`config.mk`:
```
export PLATFORM = sky130hd
export DESIGN_NAME = cemi_interface_init_sequencer_flat
export DESIGN_NICKNAME = d
export VERILOG_FILES = /design/src/hdl/cemi_pkg.sv /design/src/hdl/cemi_in_if.sv /design/src/hdl/cemi_out_if.sv /design/src/hdl/cemi_cfg_if.sv /design/src/hdl/cemi_interface_init_sequencer.sv /design/src/hdl/cemi_front.sv /design/src/hdl/cemi_fifo.sv /design/src/hdl/cemi_back.sv /design/src/flat_wrapper.sv
export VERILOG_INCLUDE_DIRS = /design/src /design/src/hdl
export SDC_FILE = /design/constraint.sdc
export NUM_CORES = 1
export LEC_CHECK = 0
export ABC_CLOCK_PERIOD_IN_PS = 5050
export CAP_MARGIN = 10
export CORE_ASPECT_RATIO = 1.75
export CORE_MARGIN = 2
export CORE_UTILIZATION = 50
export CTS_CLUSTER_SIZE = 16
export DETAILED_ROUTE_END_ITERATION = 10
export DONT_BUFFER_PORTS = 1
export GPL_TIMING_DRIVEN = 0
export HOLD_SLACK_MARGIN = 0.12
export PLACE_DENSITY = 0.65
export SYNTH_ARGS = -nofsm -noshare
export SYNTH_HDL_FRONTEND = slang
export SYNTH_SLANG_ARGS = --single-unit
```
`constraint.sdc`:
```
create_clock -name i_clk -period 5.05 [get_ports i_clk]
set_clock_uncertainty 0.2 [all_clocks]
set_input_delay 1.01 -clock i_clk [delete_from_list [all_inputs] [get_ports i_clk]]
set_output_delay 1.01 -clock i_clk [all_outputs]
set_load 0.01 [all_outputs]
```
`src/hdl/cemi_interface_init_sequencer_defines.svh`:
```
// Assertion macros shared by the sequencer RTL.
`ifndef CEMI_INTERFACE_INIT_SEQUENCER_DEFINES_SVH
`define CEMI_INTERFACE_INIT_SEQUENCER_DEFINES_SVH

// Same-cycle implication, disabled while reset is asserted.
`define CEMI_ASSERT_IMP(label, clk, rst_n, ante, cons, msg) \
    label: assert property (@(posedge clk) disable iff (!rst_n) (ante) |-> (cons)) \
        else $error(msg);

// Next-cycle implication, disabled while reset is asserted.
`define CEMI_ASSERT_NXT(label, clk, rst_n, ante, cons, msg) \
    label: assert property (@(posedge clk) disable iff (!rst_n) (ante) |=> (cons)) \
        else $error(msg);

`endif

```
`src/hdl/cemi_pkg.sv`:
```
// Types, codes and frame tables for the interface start-up sequencer.
`timescale 1ns / 1ps

package cemi_pkg;

    // Input word kinds
    localparam logic [1:0] KIND_START = 2'd0;
    localparam logic [1:0] KIND_SLOT  = 2'd1;
    localparam logic [1:0] KIND_FRAME = 2'd2;
    localparam logic [1:0] KIND_TICK  = 2'd3;

    // Result word kinds
    localparam logic [2:0] RES_BYTE     = 3'd0;
    localparam logic [2:0] RES_FINISHED = 3'd1;
    localparam logic [2:0] RES_TIMEOUT  = 3'd2;
    localparam logic [2:0] RES_FRAME    = 3'd3;
    localparam logic [2:0] RES_SLOT     = 3'd4;

    // Finish status codes
    localparam logic [1:0] FIN_MATCHED    = 2'd0;
    localparam logic [1:0] FIN_NO_ADDRESS = 2'd1;
    localparam logic [1:0] FIN_MISMATCH   = 2'd2;
    localparam logic [1:0] FIN_PROGRAMMED = 2'd3;

    // Configuration register indexes
    localparam logic [1:0] CFG_OWN_ADDRESS   = 2'd0;
    localparam logic [1:0] CFG_ADDRESS_GIVEN = 2'd1;
    localparam logic [1:0] CFG_TIMEOUT_TICKS = 2'd2;

    localparam logic [31:0] TIMEOUT_RESET = 32'd3000;

    // Message codes and frame bytes
    localparam logic [7:0] MC_PROP_WRITE   = 8'hF6;
    localparam logic [7:0] MC_PROP_READ    = 8'hFC;
    localparam logic [7:0] MC_READ_CON     = 8'hFB;
    localparam logic [7:0] MC_WRITE_CON    = 8'hF5;
    localparam logic [7:0] OBJ_CEMI_SRV    = 8'h08;
    localparam logic [7:0] OBJ_INSTANCE    = 8'h01;
    localparam logic [7:0] PID_MODE_SELECT = 8'h34;
    localparam logic [7:0] PID_SUBNET      = 8'h39;
    localparam logic [7:0] PID_DEVICE      = 8'h3A;
    localparam logic [7:0] ELEM_COUNT      = 8'h10;
    localparam logic [7:0] START_INDEX     = 8'h01;

    localparam logic [7:0]  LEN_READ_CON  = 8'd8;
    localparam logic [7:0]  LEN_WRITE_CON = 8'd7;
    localparam logic [15:0] ADDR_NONE     = 16'h0000;
    localparam logic [15:0] ADDR_ALL_ONES = 16'hFFFF;

    // Byte index of the last byte of a run
    localparam logic [2:0] IDX_LAST_LONG  = 3'd7;
    localparam logic [2:0] IDX_LAST_SHORT = 3'd6;
    localparam logic [2:0] IDX_SINGLE     = 3'd0;

    typedef enum logic [2:0] {
        STEP_MODE      = 3'd0,
        STEP_SUBNET    = 3'd1,
        STEP_DEVICE    = 3'd2,
        STEP_DECIDE    = 3'd3,
        STEP_WR_SUBNET = 3'd4,
        STEP_WR_DEVICE = 3'd5,
        STEP_FINISH    = 3'd6
    } t_step;

    typedef enum logic [3:0] {
        OP_REQ_MODE,
        OP_REQ_SUBNET,
        OP_REQ_DEVICE,
        OP_WR_SUBNET,
        OP_WR_DEVICE,
        OP_FINISH,
        OP_TIMEOUT,
        OP_FRAME,
        OP_SLOT
    } t_op;

    // One queued command from front to back
    typedef struct packed {
        t_op        op;
        logic [7:0] data;
        logic [1:0] status;
    } t_cmd;

    function automatic logic is_request(input t_op op);
        return (op == OP_REQ_MODE) || (op == OP_REQ_SUBNET) || (op == OP_REQ_DEVICE) ||
               (op == OP_WR_SUBNET) || (op == OP_WR_DEVICE);
    endfunction

    function automatic logic [2:0] op_last_idx(input t_op op);
        logic [2:0] idx;
        unique case (op)
            OP_REQ_MODE, OP_WR_SUBNET, OP_WR_DEVICE: idx = IDX_LAST_LONG;
            OP_REQ_SUBNET, OP_REQ_DEVICE:            idx = IDX_LAST_SHORT;
            default:                                 idx = IDX_SINGLE;
        endcase
        return idx;
    endfunction

    function automatic logic [2:0] result_kind_of(input t_op op);
        logic [2:0] rk;
        unique case (op)
            OP_FINISH:  rk = RES_FINISHED;
            OP_TIMEOUT: rk = RES_TIMEOUT;
            OP_FRAME:   rk = RES_FRAME;
            OP_SLOT:    rk = RES_SLOT;
            default:    rk = RES_BYTE;
        endcase
        return rk;
    endfunction

    // Byte idx of a property request frame; data is the value byte
    function automatic logic [7:0] frame_byte(input t_op op, input logic [2:0] idx,
                                              input logic [7:0] data);
        logic [7:0] b;
        unique case (idx)
            3'd0: b = ((op == OP_REQ_SUBNET) || (op == OP_REQ_DEVICE)) ?
                      MC_PROP_READ : MC_PROP_WRITE;
            3'd1: b = 8'h00;
            3'd2: b = (op == OP_REQ_MODE) ? OBJ_CEMI_SRV : 8'h00;
            3'd3: b = OBJ_INSTANCE;
            3'd4: b = (op == OP_REQ_MODE) ? PID_MODE_SELECT :
                      ((op == OP_REQ_SUBNET) || (op == OP_WR_SUBNET)) ? PID_SUBNET :
                      PID_DEVICE;
            3'd5: b = ELEM_COUNT;
            3'd6: b = START_INDEX;
            default: b = data;
        endcase
        return b;
    endfunction

endpackage

```
`src/hdl/cemi_in_if.sv`:
```
// Input word channel: valid/ready plus the input fields.
`timescale 1ns / 1ps

interface cemi_in_if;
    logic       valid;
    logic       ready;
    logic [1:0] kind;
    logic [7:0] msg_code;
    logic [7:0] frame_length;
    logic [7:0] prop_id;
    logic [7:0] prop_value;

    modport source (output valid, kind, msg_code, frame_length, prop_id, prop_value,
                    input ready);
    modport sink   (input valid, kind, msg_code, frame_length, prop_id, prop_value,
                    output ready);
endinterface

```
`src/hdl/cemi_out_if.sv`:
```
// Result word channel: valid/ready plus the result fields.
`timescale 1ns / 1ps

interface cemi_out_if;
    logic       valid;
    logic       ready;
    logic [2:0] result_kind;
    logic [7:0] out_byte;
    logic       last_of_run;
    logic [1:0] finish_status;

    modport source (output valid, result_kind, out_byte, last_of_run, finish_status,
                    input ready);
    modport sink   (input valid, result_kind, out_byte, last_of_run, finish_status,
                    output ready);
endinterface

```
`src/hdl/cemi_cfg_if.sv`:
```
// Configuration write channel: valid/ready, register index and write data.
`timescale 1ns / 1ps

interface cemi_cfg_if;
    logic        valid;
    logic        ready;
    logic [1:0]  index;
    logic [31:0] data;

    modport source (output valid, index, data, input ready);
    modport sink   (input valid, index, data, output ready);
endinterface

```
`src/hdl/cemi_interface_init_sequencer.sv`:
```
// Top level of the interface start-up sequencer.
//
// Channels: i_in takes input words (start, send slot, received frame, timer tick),
// o_out gives result words, i_cfg writes own_address (0), address_given (1) and
// timeout_ticks (2); writes to index 3 are ignored. i_cfg is always ready.
// A word is accepted at a clock edge with valid and ready both high.
// An accepted input word's command is written to the queue at the accepting edge;
// its first result word then loads the output register when the back end reaches it.
// A request frame streams as 7 or 8 words, one per cycle unless o_out stalls;
// every other result is a single word. last_of_run marks the final word of each run.
// Throughput: one input word per cycle while the command queue has room
// (QUEUE_DEPTH entries); output runs at one word per cycle while o_out.ready
// is high, through the single byte-serial back end.
// Stall: when o_out.ready is low the output register holds its word, the back
// end waits and the queue fills; i_in.ready drops only when the queue is full.
// Reset (synchronous, active low): start-up idle, timer stopped, configuration
// at reset values, queue and output empty. No clearing pass is needed.
`timescale 1ns / 1ps

module cemi_interface_init_sequencer #(
    parameter int QUEUE_DEPTH = 4
) (
    input  logic        i_clk,
    input  logic        i_rst_n,
    cemi_in_if.sink     i_in,
    cemi_out_if.source  o_out,
    cemi_cfg_if.sink    i_cfg
);

    logic           w_q_push;
    cemi_pkg::t_cmd w_q_cmd;
    logic           w_q_pop;
    cemi_pkg::t_cmd w_q_head;
    logic           w_q_empty;
    logic           w_q_full;

    // front: classifies words, owns sequence state, timer and configuration
    cemi_front u_front (
        .i_clk    (i_clk),
        .i_rst_n  (i_rst_n),
        .i_in     (i_in),
        .i_cfg    (i_cfg),
        .i_q_full (w_q_full),
        .o_q_push (w_q_push),
        .o_q_cmd  (w_q_cmd)
    );

    // command queue decouples the two sides
    cemi_fifo #(
        .DEPTH (QUEUE_DEPTH)
    ) u_fifo (
        .i_clk   (i_clk),
        .i_rst_n (i_rst_n),
        .i_push  (w_q_push),
        .i_data  (w_q_cmd),
        .i_pop   (w_q_pop),
        .o_head  (w_q_head),
        .o_empty (w_q_empty),
        .o_full  (w_q_full)
    );

    // back: turns each command into its word run
    cemi_back u_back (
        .i_clk     (i_clk),
        .i_rst_n   (i_rst_n),
        .i_head    (w_q_head),
        .i_q_empty (w_q_empty),
        .o_q_pop   (w_q_pop),
        .o_out     (o_out)
    );

endmodule

```
`src/hdl/cemi_front.sv`:
```
// Front end: accepts input words, runs the start-up sequence, queues commands.
`timescale 1ns / 1ps

module cemi_front (
    input  logic             i_clk,
    input  logic             i_rst_n,
    cemi_in_if.sink          i_in,
    cemi_cfg_if.sink         i_cfg,
    input  logic             i_q_full,
    output logic             o_q_push,
    output cemi_pkg::t_cmd   o_q_cmd
);

    // Configuration
    logic [15:0] r_own_address;
    logic        r_address_given;
    logic [31:0] r_timeout_ticks;

    // Sequence state
    logic                r_in_startup, n_in_startup;
    cemi_pkg::t_step     r_seq_step,   n_seq_step;
    logic [7:0]          r_subnet,     n_subnet;
    logic [7:0]          r_device,     n_device;
    logic [1:0]          r_reason,     n_reason;
    logic [31:0]         r_tleft,      n_tleft;

    logic           w_accept;
    logic           w_read_con;
    logic           w_write_con;
    logic           w_adv;
    logic [7:0]     w_subnet;
    logic [7:0]     w_device;
    logic [15:0]    w_dev_addr;
    cemi_pkg::t_cmd w_cmd;
    logic           w_push;

    assign i_cfg.ready = 1'b1;
    assign i_in.ready  = !i_q_full;
    assign w_accept    = i_in.valid && !i_q_full;

    always_ff @(posedge i_clk) begin
        if (!i_rst_n) begin
            r_own_address   <= '0;
            r_address_given <= 1'b0;
            r_timeout_ticks <= cemi_pkg::TIMEOUT_RESET;
        end else if (i_cfg.valid) begin
            unique case (i_cfg.index)
                cemi_pkg::CFG_OWN_ADDRESS:   r_own_address   <= i_cfg.data[15:0];
                cemi_pkg::CFG_ADDRESS_GIVEN: r_address_given <= i_cfg.data[0];
                cemi_pkg::CFG_TIMEOUT_TICKS: r_timeout_ticks <= i_cfg.data;
                default: ;
            endcase
        end
    end

    // Confirmation decode and captured property value
    always_comb begin
        w_read_con  = r_in_startup && (i_in.frame_length >= cemi_pkg::LEN_READ_CON) &&
                      (i_in.msg_code == cemi_pkg::MC_READ_CON);
        w_write_con = r_in_startup && (i_in.frame_length >= cemi_pkg::LEN_WRITE_CON) &&
                      (i_in.msg_code == cemi_pkg::MC_WRITE_CON);
        w_subnet = r_subnet;
        w_device = r_device;
        if (w_accept && (i_in.kind == cemi_pkg::KIND_FRAME) && w_read_con) begin
            if (i_in.prop_id == cemi_pkg::PID_SUBNET) begin
                w_subnet = i_in.prop_value;
            end else if (i_in.prop_id == cemi_pkg::PID_DEVICE) begin
                w_device = i_in.prop_value;
            end
        end
        w_dev_addr = {w_subnet, w_device};
    end

    // Output block: which command, if any, this word queues
    always_comb begin
        w_adv  = 1'b0;
        w_push = 1'b0;
        w_cmd  = '{op: cemi_pkg::OP_SLOT, data: 8'h00, status: cemi_pkg::FIN_MATCHED};
        if (w_accept) begin
            unique case (i_in.kind)
                cemi_pkg::KIND_START: ;
                cemi_pkg::KIND_SLOT: begin
                    if (r_in_startup) begin
                        w_adv = 1'b1;
                    end else begin
                        w_push = 1'b1;
                    end
                end
                cemi_pkg::KIND_FRAME: begin
                    if (w_read_con || w_write_con) begin
                        w_adv = 1'b1;
                    end else begin
                        w_push    = 1'b1;
                        w_cmd.op  = cemi_pkg::OP_FRAME;
                    end
                end
                cemi_pkg::KIND_TICK: begin
                    if (r_tleft == 32'd1) begin
                        w_push   = 1'b1;
                        w_cmd.op = cemi_pkg::OP_TIMEOUT;
                    end
                end
                default: ;
            endcase
        end
        if (w_adv) begin
            w_push = 1'b1;
            unique case (r_seq_step)
                cemi_pkg::STEP_MODE:      w_cmd.op = cemi_pkg::OP_REQ_MODE;
                cemi_pkg::STEP_SUBNET:    w_cmd.op = cemi_pkg::OP_REQ_SUBNET;
                cemi_pkg::STEP_DEVICE:    w_cmd.op = cemi_pkg::OP_REQ_DEVICE;
                cemi_pkg::STEP_DECIDE: begin
                    // decide step runs straight on to programming or finishing
                    priority if (!r_address_given) begin
                        w_cmd.op     = cemi_pkg::OP_FINISH;
                        w_cmd.status = cemi_pkg::FIN_NO_ADDRESS;
                    end else if ((w_dev_addr == cemi_pkg::ADDR_NONE) ||
                                 (w_dev_addr == cemi_pkg::ADDR_ALL_ONES)) begin
                        w_cmd.op   = cemi_pkg::OP_WR_SUBNET;
                        w_cmd.data = r_own_address[15:8];
                    end else if (w_dev_addr == r_own_address) begin
                        w_cmd.op     = cemi_pkg::OP_FINISH;
                        w_cmd.status = cemi_pkg::FIN_MATCHED;
                    end else begin
                        w_cmd.op     = cemi_pkg::OP_FINISH;
                        w_cmd.status = cemi_pkg::FIN_MISMATCH;
                    end
                end
                cemi_pkg::STEP_WR_SUBNET: begin
                    w_cmd.op   = cemi_pkg::OP_WR_SUBNET;
                    w_cmd.data = r_own_address[15:8];
                end
                cemi_pkg::STEP_WR_DEVICE: begin
                    w_cmd.op   = cemi_pkg::OP_WR_DEVICE;
                    w_cmd.data = r_own_address[7:0];
                end
                default: begin
                    w_cmd.op     = cemi_pkg::OP_FINISH;
                    w_cmd.status = r_reason;
                end
            endcase
        end
    end

    // Next-state block
    always_comb begin
        n_in_startup = r_in_startup;
        n_seq_step   = r_seq_step;
        n_subnet     = w_subnet;
        n_device     = w_device;
        n_reason     = r_reason;
        n_tleft      = r_tleft;
        if (w_accept && (i_in.kind == cemi_pkg::KIND_START)) begin
            n_in_startup = 1'b1;
            n_seq_step   = cemi_pkg::STEP_MODE;
            n_subnet     = 8'h00;
            n_device     = 8'h00;
            n_reason     = cemi_pkg::FIN_MATCHED;
            n_tleft      = r_timeout_ticks;
        end
        if (w_accept && (i_in.kind == cemi_pkg::KIND_TICK) && (r_tleft != 32'd0)) begin
            n_tleft = r_tleft - 32'd1;
            if (r_tleft == 32'd1) begin
                n_in_startup = 1'b0;
            end
        end
        if (w_adv) begin
            unique case (w_cmd.op)
                cemi_pkg::OP_REQ_MODE:   n_seq_step = cemi_pkg::STEP_SUBNET;
                cemi_pkg::OP_REQ_SUBNET: n_seq_step = cemi_pkg::STEP_DEVICE;
                cemi_pkg::OP_REQ_DEVICE: n_seq_step = cemi_pkg::STEP_DECIDE;
                cemi_pkg::OP_WR_SUBNET: begin
                    n_seq_step = cemi_pkg::STEP_WR_DEVICE;
                    n_reason   = cemi_pkg::FIN_PROGRAMMED;
                end
                cemi_pkg::OP_WR_DEVICE:  n_seq_step = cemi_pkg::STEP_FINISH;
                cemi_pkg::OP_FINISH: begin
                    n_seq_step   = cemi_pkg::STEP_FINISH;
                    n_in_startup = 1'b0;
                    n_tleft      = 32'd0;
                    n_reason     = w_cmd.status;
                end
                default: ;
            endcase
        end
    end

    always_ff @(posedge i_clk) begin
        if (!i_rst_n) begin
            r_in_startup <= 1'b0;
            r_seq_step   <= cemi_pkg::STEP_MODE;
            r_subnet     <= 8'h00;
            r_device     <= 8'h00;
            r_reason     <= cemi_pkg::FIN_MATCHED;
            r_tleft      <= 32'd0;
        end else begin
            r_in_startup <= n_in_startup;
            r_seq_step   <= n_seq_step;
            r_subnet     <= n_subnet;
            r_device     <= n_device;
            r_reason     <= n_reason;
            r_tleft      <= n_tleft;
        end
    end

    assign o_q_push = w_push;
    assign o_q_cmd  = w_cmd;

endmodule

```
`src/hdl/cemi_fifo.sv`:
```
// Short command queue between front and back.
`timescale 1ns / 1ps
`include "cemi_interface_init_sequencer_defines.svh"

module cemi_fifo #(
    parameter int DEPTH = 4
) (
    input  logic           i_clk,
    input  logic           i_rst_n,
    input  logic           i_push,
    input  cemi_pkg::t_cmd i_data,
    input  logic           i_pop,
    output cemi_pkg::t_cmd o_head,
    output logic           o_empty,
    output logic           o_full
);

    localparam int PTR_W = (DEPTH > 1) ? $clog2(DEPTH) : 1;
    localparam int CNT_W = $clog2(DEPTH + 1);
    localparam logic [PTR_W-1:0] PTR_LAST = PTR_W'(DEPTH - 1);
    localparam logic [CNT_W-1:0] CNT_FULL = CNT_W'(DEPTH);

    cemi_pkg::t_cmd   r_mem [DEPTH];
    logic [PTR_W-1:0] r_wr_ptr;
    logic [PTR_W-1:0] r_rd_ptr;
    logic [CNT_W-1:0] r_count;

    assign o_empty = (r_count == '0);
    assign o_full  = (r_count == CNT_FULL);
    assign o_head  = r_mem[r_rd_ptr];

    always_ff @(posedge i_clk) begin
        if (i_push) begin
            r_mem[r_wr_ptr] <= i_data;
        end
    end

    always_ff @(posedge i_clk) begin
        if (!i_rst_n) begin
            r_wr_ptr <= '0;
            r_rd_ptr <= '0;
            r_count  <= '0;
        end else begin
            if (i_push) begin
                r_wr_ptr <= (r_wr_ptr == PTR_LAST) ? '0 : r_wr_ptr + 1'b1;
            end
            if (i_pop) begin
                r_rd_ptr <= (r_rd_ptr == PTR_LAST) ? '0 : r_rd_ptr + 1'b1;
            end
            if (i_push && !i_pop) begin
                r_count <= r_count + 1'b1;
            end else if (!i_push && i_pop) begin
                r_count <= r_count - 1'b1;
            end
        end
    end

    `CEMI_ASSERT_IMP(a_push_room, i_clk, i_rst_n, i_push, !o_full, "push into full queue")
    `CEMI_ASSERT_IMP(a_pop_data, i_clk, i_rst_n, i_pop, !o_empty, "pop from empty queue")
    `CEMI_ASSERT_NXT(a_count_up, i_clk, i_rst_n, i_push && !i_pop, r_count == $past(r_count) + 1'b1, "queue count lost a push")

endmodule

```
`src/hdl/cemi_back.sv`:
```
// Back end: expands queued commands into result words, one per cycle unless o_out stalls.
`timescale 1ns / 1ps
`include "cemi_interface_init_sequencer_defines.svh"

module cemi_back (
    input  logic           i_clk,
    input  logic           i_rst_n,
    input  cemi_pkg::t_cmd i_head,
    input  logic           i_q_empty,
    output logic           o_q_pop,
    cemi_out_if.source     o_out
);

    logic       r_valid;
    logic [2:0] r_idx;
    logic [2:0] r_kind;
    logic [7:0] r_byte;
    logic       r_last;
    logic [1:0] r_status;

    logic       w_load;
    logic       w_have;
    logic       w_last;

    assign w_load  = !r_valid || o_out.ready;
    assign w_have  = !i_q_empty;
    assign w_last  = (r_idx == cemi_pkg::op_last_idx(i_head.op));
    assign o_q_pop = w_load && w_have && w_last;

    always_ff @(posedge i_clk) begin
        if (!i_rst_n) begin
            r_valid <= 1'b0;
            r_idx   <= '0;
        end else if (w_load) begin
            r_valid <= w_have;
            if (w_have) begin
                r_idx <= w_last ? 3'd0 : r_idx + 3'd1;
            end
        end
    end

    // output register payload
    always_ff @(posedge i_clk) begin
        if (w_load && w_have) begin
            r_kind   <= cemi_pkg::result_kind_of(i_head.op);
            r_byte   <= cemi_pkg::is_request(i_head.op) ?
                        cemi_pkg::frame_byte(i_head.op, r_idx, i_head.data) : 8'h00;
            r_last   <= w_last;
            r_status <= (i_head.op == cemi_pkg::OP_FINISH) ?
                        i_head.status : cemi_pkg::FIN_MATCHED;
        end
    end

    assign o_out.valid         = r_valid;
    assign o_out.result_kind   = r_kind;
    assign o_out.out_byte      = r_byte;
    assign o_out.last_of_run   = r_last;
    assign o_out.finish_status = r_status;

    `CEMI_ASSERT_IMP(a_runs_are_bytes, i_clk, i_rst_n, r_valid && !r_last, r_kind == cemi_pkg::RES_BYTE, "multi-word run of a non-byte result")
    `CEMI_ASSERT_IMP(a_zero_byte, i_clk, i_rst_n, r_valid && (r_kind != cemi_pkg::RES_BYTE), r_byte == 8'h00, "byte set on non-byte result")
    `CEMI_ASSERT_IMP(a_run_held, i_clk, i_rst_n, r_idx != 3'd0, !i_q_empty, "command left queue mid-run")

endmodule

```
`src/flat_wrapper.sv`:
```
// flat-port wrapper written by rule: the top's interface ports become plain ports
module cemi_interface_init_sequencer_flat 
#(
    parameter int QUEUE_DEPTH = 4
)
  (i_clk, i_rst_n, i_in_valid, i_in_kind, i_in_msg_code, i_in_frame_length, i_in_prop_id, i_in_prop_value, i_in_ready, o_out_valid, o_out_result_kind, o_out_out_byte, o_out_last_of_run, o_out_finish_status, o_out_ready, i_cfg_valid, i_cfg_index, i_cfg_data, i_cfg_ready);
  cemi_in_if i_in_i ();
  cemi_out_if o_out_i ();
  cemi_cfg_if i_cfg_i ();
  input  logic i_clk;
  input  logic i_rst_n;
  input wire logic [$bits(i_in_i.valid)-1:0] i_in_valid;
  input wire logic [$bits(i_in_i.kind)-1:0] i_in_kind;
  input wire logic [$bits(i_in_i.msg_code)-1:0] i_in_msg_code;
  input wire logic [$bits(i_in_i.frame_length)-1:0] i_in_frame_length;
  input wire logic [$bits(i_in_i.prop_id)-1:0] i_in_prop_id;
  input wire logic [$bits(i_in_i.prop_value)-1:0] i_in_prop_value;
  output wire logic [$bits(i_in_i.ready)-1:0] i_in_ready;
  output wire logic [$bits(o_out_i.valid)-1:0] o_out_valid;
  output wire logic [$bits(o_out_i.result_kind)-1:0] o_out_result_kind;
  output wire logic [$bits(o_out_i.out_byte)-1:0] o_out_out_byte;
  output wire logic [$bits(o_out_i.last_of_run)-1:0] o_out_last_of_run;
  output wire logic [$bits(o_out_i.finish_status)-1:0] o_out_finish_status;
  input wire logic [$bits(o_out_i.ready)-1:0] o_out_ready;
  input wire logic [$bits(i_cfg_i.valid)-1:0] i_cfg_valid;
  input wire logic [$bits(i_cfg_i.index)-1:0] i_cfg_index;
  input wire logic [$bits(i_cfg_i.data)-1:0] i_cfg_data;
  output wire logic [$bits(i_cfg_i.ready)-1:0] i_cfg_ready;
  assign i_in_i.valid = i_in_valid;
  assign i_in_i.kind = i_in_kind;
  assign i_in_i.msg_code = i_in_msg_code;
  assign i_in_i.frame_length = i_in_frame_length;
  assign i_in_i.prop_id = i_in_prop_id;
  assign i_in_i.prop_value = i_in_prop_value;
  assign i_in_ready = i_in_i.ready;
  assign o_out_valid = o_out_i.valid;
  assign o_out_result_kind = o_out_i.result_kind;
  assign o_out_out_byte = o_out_i.out_byte;
  assign o_out_last_of_run = o_out_i.last_of_run;
  assign o_out_finish_status = o_out_i.finish_status;
  assign o_out_i.ready = o_out_ready;
  assign i_cfg_i.valid = i_cfg_valid;
  assign i_cfg_i.index = i_cfg_index;
  assign i_cfg_i.data = i_cfg_data;
  assign i_cfg_ready = i_cfg_i.ready;
  cemi_interface_init_sequencer #(.QUEUE_DEPTH(QUEUE_DEPTH)) u_core (.i_clk(i_clk), .i_rst_n(i_rst_n), .i_in(i_in_i), .o_out(o_out_i), .i_cfg(i_cfg_i));
endmodule
```
Word level (Yosys, flattened, before mapping)
Memory sizes are Yosys's and may differ from the RTL's. A register that Yosys moved wholly into a read port is not among the register bits.
Index checks and enable logic that the tools add are counted.
{ "word_totals": {"out_inout_bits": 17, "memories": 1, "elab_cells": 178, "register_bits": 128, "mem_bits_rw": 56, "inputBits": 73} }
{ "classes": {"mux": 61, "n_reduce_logical": 48, "n_lt_le_gt_ge": 2, "bitwise": 2, "n_eq_ne": 40, "n_addsub": 6} }
{ "memory_table": {"columns": ["memory", "words", "word_bits", "read_ports", "rd_ports_with_merged_regs", "wr", "line_no", "source"], "rows": [
  ["u_core.u_fifo.r_mem", 4, 14, 1, 1, 1, "cemi_fifo.sv:23", "cemi_pkg::t_cmd r_mem [DEPTH];"]
]} }
{ "op_table": {"columns": ["operator", "n"], "rows": [
  ["32-bit 2-to-1 mux", 4],
  ["8-bit 2-to-1 mux", 7],
  ["8-bit case mux with 6 select lines", 1],
  ["32-bit by 1-bit == test with 1-bit output, second input constant", 1],
  ["32-bit nonzero test", 1],
  ["32-bit by 1-bit subtractor with 32-bit output, second input constant", 1],
  ["4-bit by 3-bit == test with 1-bit output, second input constant", 6],
  ["4-bit 2-to-1 mux", 6],
  ["4-bit case mux with 6 select lines", 1],
  ["8-bit case mux with 3 select lines", 1],
  ["3-bit 2-to-1 mux", 7],
  ["2-bit 2-to-1 mux", 10],
  ["3-bit == test, second input constant", 6],
  ["16-bit == test", 1],
  ["16-bit == test, second input constant", 1],
  ["4-bit by 2-bit == test with 1-bit output, second input constant", 4],
  ["8-bit by 6-bit == test with 1-bit output, second input constant", 2],
  ["8-bit == test, second input constant", 2],
  ["16-bit logical NOT", 1],
  ["1-bit 2-to-1 mux", 15],
  ["3-bit case mux with 5 select lines", 1],
  ["1-bit logical AND", 14],
  ["14-bit 2-to-1 mux", 1],
  ["3-bit by 2-bit == test with 1-bit output, second input constant", 4],
  ["28 further kinds", 61]
]} }

Longest topological paths before layout
Gate-level depths: netlist (run 1).
{ "logic_depth": {"depth_word": 16, "depth_mapped": 15, "mapped_depth_nobuf": 14} }

Modules after synthesis
A second synthesis (run 1) with hierarchy kept.
{ "hier_totals": {"cells_unflattened": 987, "hier_area_um2": 9291.4} }
{ "modules_own_cells": {"columns": ["module", "seq_area_each_um2", "n_inst", "cells_per_inst", "area_per_inst_um2"], "rows": [
  ["cemi_front", 2062.0, 1, 774, 5780.5],
  ["cemi_fifo", 1861.8, 1, 117, 2506.2],
  ["cemi_back", 500.5, 1, 96, 1004.7]
]} }

Worst setup path before layout (run 1)
Ideal clock, no wire load.
{ "synth_timing": {"path_kind": "input-to-reg", "from": "input port i_in_frame_length[6]", "to": "register u_core.u_fifo.r_count[2]", "required_time_ns": 4.774, "cell_stages": 12, "slack_ns": 0.719, "path_buffers": 0, "setup_time_ns": 0.076, "t_arrival_ns": 4.056, "cell_sequence": "or4_1 o311a_1 o21ai_0 o2bb2ai_1 o21bai_1 a21oi_1 ha_1 inv_1 fa_1 xor2_1 or3_1 a21boi_0"} }
{ "synth_between": {"elab_chain_cells": 11, "elab_cells_between_ends": 19, "cone_classes": "2 x order compare; 8 x mux; 9 x reduce/logical"} }
{ "synth_rtl": {"columns": ["item", "line_no", "source"], "rows": [
  ["start, declared", "flat_wrapper.sv:15", "input wire logic [$bits(i_in_i.frame_length)-1:0] i_in_frame_length;"],
  ["8-bit by 4-bit greater-or-equal comparator with 1-bit output / 8-bit by 3-bit greater-or-equal comparator with 1-bit output (equally long branches)", "cemi_front.sv:58, cemi_front.sv:60", null],
  ["1-bit logical AND, on equally long branches (2 in series)", "cemi_front.sv:58, cemi_front.sv:60", null],
  ["1-bit logical OR *", "cemi_front.sv:90", "if (w_read_con || w_write_con) begin"],
  ["1-bit 2-to-1 mux", "cemi_front.sv:90", null],
  ["1-bit case mux with 3 select lines / 1-bit case mux with 2 select lines (equally long branches)", "cemi_front.sv:80", "unique case (i_in.kind)"],
  ["1-bit 2-to-1 mux", "cemi_front.sv:79", "if (w_accept) begin"],
  ["1-bit 2-to-1 mux *", "cemi_front.sv:106", "if (w_adv) begin"],
  ["via u_core.u_fifo.i_push", "cemi_fifo.sv:10", "input logic i_push,"],
  ["1-bit logical NOT", "cemi_fifo.sv:52", "end else if (!i_push && i_pop) begin"],
  ["1-bit logical AND", "cemi_fifo.sv:52", null],
  ["2-bit nonzero test (no source line)", null, null],
  ["end signal, assigned", "cemi_fifo.sv:51", "r_count <= r_count + 1'b1;"],
  ["end signal, assigned", "cemi_fifo.sv:53", "r_count <= r_count - 1'b1;"],
  ["end, declared", "cemi_fifo.sv:26", "logic [CNT_W-1:0] r_count;"]
]} }
Mark *: on every way through the listed nets, which the timed path passes. The rest lies on a longest branch.
A chain may end at the register's enable or synchronous reset.

Worst setup path after layout (run 1)
{ "layout_timing": {"from": "register u_core.u_front.r_tleft[12]", "to": "register u_core.u_fifo.r_count[2]"} }
{ "layout_between": {"elab_chain_cells": 8, "elab_cells_between_ends": 10, "cone_classes": "1 x eq/ne; 5 x mux; 4 x reduce/logical"} }
{ "layout_rtl": {"columns": ["item", "line_no", "source"], "rows": [
  ["start, declared", "cemi_front.sv:25", "logic [31:0] r_tleft, n_tleft;"],
  ["start signal, assigned", "cemi_front.sv:202", "r_tleft <= n_tleft;"],
  ["32-bit by 1-bit == test with 1-bit output *", "cemi_front.sv:98", "if (r_tleft == 32'd1) begin"],
  ["1-bit 2-to-1 mux *", "cemi_front.sv:98", null],
  ["1-bit case mux with 3 select lines *", "cemi_front.sv:80", null],
  ["1-bit 2-to-1 mux *", "cemi_front.sv:79", null],
  ["1-bit 2-to-1 mux *", "cemi_front.sv:106", null],
  ["via u_core.u_fifo.i_push", "cemi_fifo.sv:10", null],
  ["1-bit logical NOT", "cemi_fifo.sv:52", null],
  ["1-bit logical AND", "cemi_fifo.sv:52", null],
  ["2-bit nonzero test (no source line)", null, null]
]} }
Marked as above.

==> results of run 1 <==
-- area by class of cell --
class,instances,area share [%]
Buffer,49,2.15
Clock buffer,18,4.26
Clock inverter,14,1.34
Inverter,38,1.42
Multi-Input combinational cell,716,44.0
Sequential cell,186,43.9
Tap cell,234,2.91
-- per-stage QoR --
stage | instance area [um^2] | total power [uW] | hold WS [ns] | worst slack [ns]
floorplan | 9210 | 2530 | 0.237 | 0.719
global placement | 9500 | 2750 | 0.247 | 0.308
detailed placement | 9500 | 2770 | 0.248 | 0.263
CTS | 10100 | 4070 | 0.260 | 0.559
global route | 10100 | 4230 | 0.291 | 0.147
finish | 10100 | 4050 | 0.263 | 0.581
-- cell usage in the layout (no fill, tap or decap), drive strengths merged, types with 11 or more instances in the layout --
| cell | count |
|---|---|
| nand3 | 32 |
| xor2 | 15 |
| dfxtp | 116 |
| mux2i | 13 |
| nand4 | 21 |
| o21ai | 44 |
| nor3 | 26 |
| clkbuf | 57 |
| nand2 | 166 |
| inv | 49 |
| a21oi | 46 |
| mux4 | 14 |
| a22oi | 15 |
| nor4 | 21 |
| a21boi | 45 |
| a221oi | 13 |
| ha | 17 |
| and2 | 11 |
| nor2 | 84 |
| edfxtp | 70 |
-- cells by family after synthesis --
kind of cell | after synthesis
xor+xnor | 17
buf+inv | 87
fa+ha+maj | 18
flops | 186
compound gates | 229
mux | 27
other cells | 1
simple gates | 424
-- layer usage --
| metal | track usage [%] | vias up |
|---|---|---|
| met5 | 0 | - |
| met2 | 51.0 | 302 |
| met4 | 20.1 | 0 |
| met3 | 3.97 | 114 |
| met1 | 25.9 | 3621 |
| li1 | - | 3657 |
-- worst max path at each step --
stage / cells past startpoint / end / start / slack (ns)
6_report: 12 / u_core.u_fifo.r_count[2] / u_core.u_front.r_tleft[12] / 0.58
5_1_grt: 12 / u_core.u_fifo.r_count[2] / u_core.u_front.r_tleft[12] / 0.15
4_1_cts: 12 / u_core.u_fifo.r_count[2] / u_core.u_front.r_tleft[12] / 0.56
3_5_place_dp: 12 / u_core.u_fifo.r_count[2] / i_in_frame_length[6] / 0.26
3_3_place_gp: 12 / u_core.u_fifo.r_count[2] / i_in_frame_length[6] / 0.31
2_1_floorplan: 12 / u_core.u_fifo.r_count[2] / i_in_frame_length[6] / 0.72
-- report_power, final --
part | total [uW] | internal, uW | switching [uW] | leakage [uW]
clock network | 1310 | 695 | 613 | 0.000286
logic | 885 | 328 | 556 | 0.00168
registers | 1860 | 1730 | 131 | 0.00158
total | 4050 | 2750 | 1300 | 0.00355
-- registers in the layout, summed over array words and instances, names as in the netlist, 8 cells and up, named ones only --
| name | flops |
|---|---|
| u_core.u_fifo.r_mem | 56 |
| u_core.u_front.r_tleft | 32 |
| u_core.u_front.r_timeout_ticks | 32 |
| u_core.u_front.r_subnet | 8 |
| u_core.u_front.r_own_address | 16 |
| u_core.u_front.r_device | 8 |
| u_core.u_back.o_out.out_byte | 8 |
-- critical path, cell delays in order, from the launching register on --
cell                        delay [ns]
sky130_fd_sc_hd__dfxtp_1          0.37
sky130_fd_sc_hd__nor4_1           0.84
sky130_fd_sc_hd__nand4_1          0.28
sky130_fd_sc_hd__or3_1            0.44
sky130_fd_sc_hd__o2bb2ai_1        0.23
sky130_fd_sc_hd__o21bai_1         0.11
sky130_fd_sc_hd__a21oi_1          0.49
sky130_fd_sc_hd__ha_1             0.29
sky130_fd_sc_hd__inv_1            0.07
sky130_fd_sc_hd__fa_1             0.43
sky130_fd_sc_hd__xor2_1           0.17
sky130_fd_sc_hd__or3_1            0.30
sky130_fd_sc_hd__a21boi_0         0.16
==> impl_metrics.tcl, run 1 <==
set metrics [dict create \
    status "finished clean" \
    yosys_most_used_dff "sky130_fd_sc_hd__dfxtp_1" \
    detail_route.vias_per_cell 6.13 \
    first_global_vias 7727 \
    synth_simple_gate_area_share_pct 22.1 \
    portBuffers 0 \
    numCtsBuffers 17 \
    final_layout_size_suffix_gt1_share_pct 6.07 \
    syn_area_um2 9210 \
    ant_nets 0 \
    yosys.area.top_type "sky130_fd_sc_hd__dfxtp_1" \
    hold_depth 2 \
    critical_path.max_fanout 9 \
    multiInputGateArea_um2 4430 \
    number_of_cells_produced_by_synthesis 989 \
    timing.final.hold_violations 0 \
    gr-total-overflow 0 \
    route.layer.met1.wl_mm 8.80 \
    final_period_minus_worst_setup_slack_ns 4.47 \
    n_fill_cell 1684 \
    hpwlAfterDp_mm 20.1 \
    reg2reg_slack_ns 0.58 \
    drt-wirelength-per-cell_um 20.7 \
    antennaDiodeCount 0 \
    complex_gate_fraction_of_the_synthesized_area_pct 17.0 \
    path_clk_slew_ns 0.08 \
    nets 1099 \
    syn_avg_cell_area_um2 9.31 \
    leading_post_synthesis_cells_by_instance_count "sky130_fd_sc_hd__nand2_1 (165), sky130_fd_sc_hd__dfxtp_1 (116), sky130_fd_sc_hd__nor2_1 (83), sky130_fd_sc_hd__edfxtp_1 (70), sky130_fd_sc_hd__a21oi_1 (46)" \
    grt_setup_unrepaired "no" \
    area.growth.synth_to_final_pct 9.30 \
    worst_slew_margin_rel_pct 14.2 \
    synth_area_leaders "sky130_fd_sc_hd__dfxtp_1 (25%), sky130_fd_sc_hd__edfxtp_1 (23%), sky130_fd_sc_hd__nand2_1 (6.7%)" \
    final_setup_violation_count 0 \
    post-synth-top-count-cell "sky130_fd_sc_hd__nand2_1" \
    synth_fp_nets 1080 \
    drt-initial-drc-count 510 \
    placeableCoreArea_um2 18100 \
    cts_tree "done" \
    top_layer "met4" \
    routed-wl-met2_mm 14.1 \
    start_util_pct 51.0 \
    worst_pin_slew_ns 1.28 \
    place.detailed.instances 1223 \
    placement_rows 65 \
    vdd.ir_drop.worst_mv 0.186 \
    fp.dieH_um 184 \
    drc 0 \
    synth_enable_flop_cells 70 \
    yosys-mux-area-fraction_pct 4.88 \
    worst_skew_pair.late_latency_ns 0.43 \
    seq_area_frac_synth_pct 48.0 \
    first_pass_iters 5 \
    die_w_um 107 \
    hold_buffer_count_at_cts 0 \
    global_route.usage.total_pct 27.1 \
    fin_crit_sh_pct 88.5 \
    global_route_wire_length_before_repair_mm 40.3 \
    clockRootBuffer "sky130_fd_sc_hd__clkbuf_16" \
    cts_setup_buffers 0 \
    cp.required_ns 5.21 \
    gpl.final_weighted_congestion 0.940 \
    vias 7694 \
    fp.dieArea_um2 19600 \
    synth_fa_ha_area_share_pct 2.53 \
    maxCapViolations 0 \
    finalWirelength_mm 26.0 \
    power_per_cell_area_nw_per_um2 402 \
    route.met3.wl_mm 1.10 \
    ys_warn_count 0 \
    regArea_um2 4420 \
    clock-sinks 186 \
    pin_count 90 \
    leakagePower_uw 0.00355 \
    antenna_violations_before_repair 0 \
    min_from "u_core.u_front.r_timeout_ticks[5]" \
    synth_top_family_by_area "simple AND/OR/NAND/NOR gates" \
    tns_ns 0 \
    ys_ff_latch 186 \
    arrival_ns 4.63 \
    crit_path_launch_type "flip-flop" \
    min-delay-path-class "flip-flop to flip-flop" \
    cts.repair.resized 0 \
    rr_startpoint "u_core.u_front.r_tleft[12]" \
    cts-root-to-sink-buffers 2 \
    final_max_slew_viol_count 0 \
    worstSetupEndpointType "flip-flop" \
    cts_htree_levels 4 \
    xor_xnor_fraction_of_synth_area_pct 1.62 \
    yosysUniqueCellTypes 77 \
    async_reset_ff_share_pct 0 \
    grt_max_degree 19 \
    crit_path_class "flip-flop to flip-flop" \
    holdPathEnd "u_core.u_front.r_tleft[5]" \
    post_layout_nonfiller_instances 1255 \
    r2r_end "u_core.u_fifo.r_count[2]" \
    synth.top_cell.area_share_pct 25.2 \
    utilization_pct 55.8 \
    fmax_ghz 0.224 \
    timing.reg2reg.worst_path_depth 12 \
]
Power figures use the tool's default switching activity.
==> run 2, diff against run 1 <==
- ABC_CLOCK_PERIOD_IN_PS: 5050 -> 3700
- CELL_PAD_IN_SITES_DETAIL_PLACEMENT: not set -> 1
- CELL_PAD_IN_SITES_GLOBAL_PLACEMENT: not set -> 2
- CORE_UTILIZATION: 50 -> 36
- PLACE_DENSITY: 0.65 -> 0.75
- SKIP_CTS_REPAIR_TIMING: not set -> 1
- clock period: 5.05 -> 3.7 ns (I/O delays scaled with it)
==> run 2 against run 1 <==
Combinational power up 54%. Non-clock buffer count up 15. Critical path depth up 2. Final area up 3.6%. Register-to-register slack worse by 0.53 ns. Clock-buffer cell count up 4. Flip-flop and latch count unchanged. Worst hold slack worse by 0.051 ns. Sequential share of layout area down 1.5 points. Cell count up 7.7%. Setup slack worse by 0.53 ns. Critical endpoint unchanged. Largest cell class unchanged.
==> impl_metrics.tcl, run 2 (synthesis results as in run 1) <==
set metrics [dict create \
    status "finished clean" \
    worst_pin_slew_ns 1.20 \
    clkPwrFrac_pct 30.5 \
    cp.required_ns 3.88 \
    share_seq_of_total_power_pct 45.4 \
    grt_max_degree 19 \
    drt-initial-drc-count 290 \
    start_util_pct 36.5 \
    tns_ns 0 \
    largest_register_ff_count 56 \
    timing.reg2reg.worst_path_depth 14 \
    leakagePower_uw 0.00365 \
    worst_path_max_delay_cell "sky130_fd_sc_hd__mux4_2" \
    design_area_um2 10400 \
    fp.dieH_um 216 \
    nets 1114 \
    placement_rows 77 \
    clockRootBuffer "sky130_fd_sc_hd__clkbuf_16" \
    crit_path_launch_type "flip-flop" \
    drt-wirelength-per-cell_um 22.3 \
    timing.critical_path.max_delay_family "simple AND/OR/NAND/NOR gates" \
    die_w_um 125 \
    global_route.usage.total_pct 22.5 \
    vdd.ir_drop.worst_mv 0.291 \
    sw_frac_of_total_pct 32.6 \
    post_layout_nonfiller_instances 1352 \
    maxCapViolations 0 \
    detail_route.vias_per_cell 5.66 \
    path_cells "buf_6, mux4_2, or2_4, a21o_1, nor4b_1, or3_1, buf_6, nand2_4, ha_4, inv_1, fa_2, xor2_1, or3_1, a21boi_1" \
    finalWirelength_mm 30.2 \
    first_pass_iters 4 \
    p_int_uw 3790 \
    power_per_cell_area_nw_per_um2 539 \
    area.growth.synth_to_final_pct 13.3 \
    layout_commonest_cell "sky130_fd_sc_hd__nand2_1" \
    portBuffers 0 \
    path_clk_slew_ns 0.07 \
    hold_depth 2 \
    worst_slew_margin_rel_pct 19.8 \
    biggestRegsByFlops "u_core.u_fifo.r_mem x56, u_core.u_front.r_timeout_ticks x32, u_core.u_front.r_tleft x32" \
    numCtsBuffers 17 \
    fin_crit_sh_pct 98.6 \
    arrival_ns 3.83 \
    grt_setup_unrepaired "yes" \
    gr-total-overflow 0 \
    global_route_wire_length_before_repair_mm 46.0 \
    cts_htree_levels 4 \
    cts_tree "done" \
    ant_nets 0 \
    dpl-instance-area_um2 9620 \
    place.detailed.instances 1306 \
    final_period_minus_worst_setup_slack_ns 3.65 \
    switchingPower_uw 1840 \
    pin_count 90 \
    total_power_uw 5630 \
    timing.hold.ws_ns 0.212 \
    n_fill_cell 2926 \
    fp.dieArea_um2 26900 \
    vias 7651 \
    antennaDiodeCount 0 \
    min-delay-path-class "primary input to flip-flop" \
    final_setup_violation_count 0 \
    drc 0 \
    final_max_slew_viol_count 0 \
    hpwlAfterDp_mm 23.9 \
    worst-path-buf-inv 3 \
    crit_path_class "flip-flop to flip-flop" \
    fmax_ghz 0.274 \
    cts-root-to-sink-buffers 2 \
    first_global_vias 8212 \
    cp_num_cells 14 \
    commonest_cells_after_routing_fill_and_taps_aside "sky130_fd_sc_hd__nand2_1 (163), sky130_fd_sc_hd__dfxtp_1 (115), sky130_fd_sc_hd__nor2_1 (83)" \
    gpl.final_weighted_congestion 0.891 \
    critical_path.max_fanout 6 \
    final_layout_size_suffix_gt1_share_pct 9.46 \
    max_flop_register "u_core.u_fifo.r_mem" \
    worst_skew_pair.late_latency_ns 0.45 \
    timing.final.hold_violations 0 \
    worstSetupEndpointType "flip-flop" \
    clock-sinks 186 \
    antenna_violations_before_repair 0 \
    placeableCoreArea_um2 25200 \
    max_stage_delay_ns 0.56 \
    power.share.combinational_pct 24.1 \
]
-- run 2: cell count changes in the layout (fill, tap and decap cells not counted), sizes merged --
cell | previous run | this run
buf | 10 | 27
bufinv | 1 | 0
clkbuf | 57 | 59
clkinv | 2 | 1
clkinvlp | 0 | 5
inv | 49 | 42
-- run 2: layout make-up --
type	instances	area, um^2	share of cell area, %
Multi-Input combinational cell	716	4590	44.0
Sequential cell	186	4430	42.4
Clock buffer	22	474	4.55
Tap cell	316	395	3.79
Buffer	47	211	2.03
Inverter	38	143	1.37
Timing Repair Buffer	17	125	1.20
Clock inverter	10	67.6	0.648
-- run 2: routing by layer --
metal / track usage [%] / wire length [um] / part of all wire, % / vias to the layer above
met5: 0 / 0 / 0 / -
met4: 14.4 / 2160 / 7.2 / 0
met3: 3.69 / 886 / 2.9 / 97
met2: 45.0 / 17100 / 56 / 166
met1: 20.3 / 10100 / 33 / 3712
li1: - / - / - / 3676
-- run 2: path summary, 6_finish.rpt --
kind | startpoint | endpoint | slack, ns
setup / recovery | flip-flop | u_core.u_fifo.r_count[2] | 0.05
hold / removal | i_cfg_data[5] | u_core.u_front.r_timeout_ticks[5] | 0.21
setup reg to reg | flip-flop | u_core.u_fifo.r_count[2] | 0.05
hold reg to reg | u_core.u_front.r_timeout_ticks[22] | u_core.u_front.r_timeout_ticks[22] | 0.27
-- run 2: metrics by stage --
stage / setup slack (ns) / util [%]
after floorplan: 0.0121 / -
after global placement: -0.848 / 38.1
after detailed placement: -0.883 / 38.1
after CTS: -0.625 / 40.3
after global routing: -0.114 / 41.3
final: 0.0528 / 41.3
-- run 2: power groups by stage --
stage          clock, uW  combinational, uW  sequential [uW]
6_report            1710               1360             2550
5_1_grt             1820               1490             2580
4_1_cts             1760               1270             2540
3_5_place_dp           0               1260             2590
3_3_place_gp           0               1240             2580
2_1_floorplan          0                913             2540
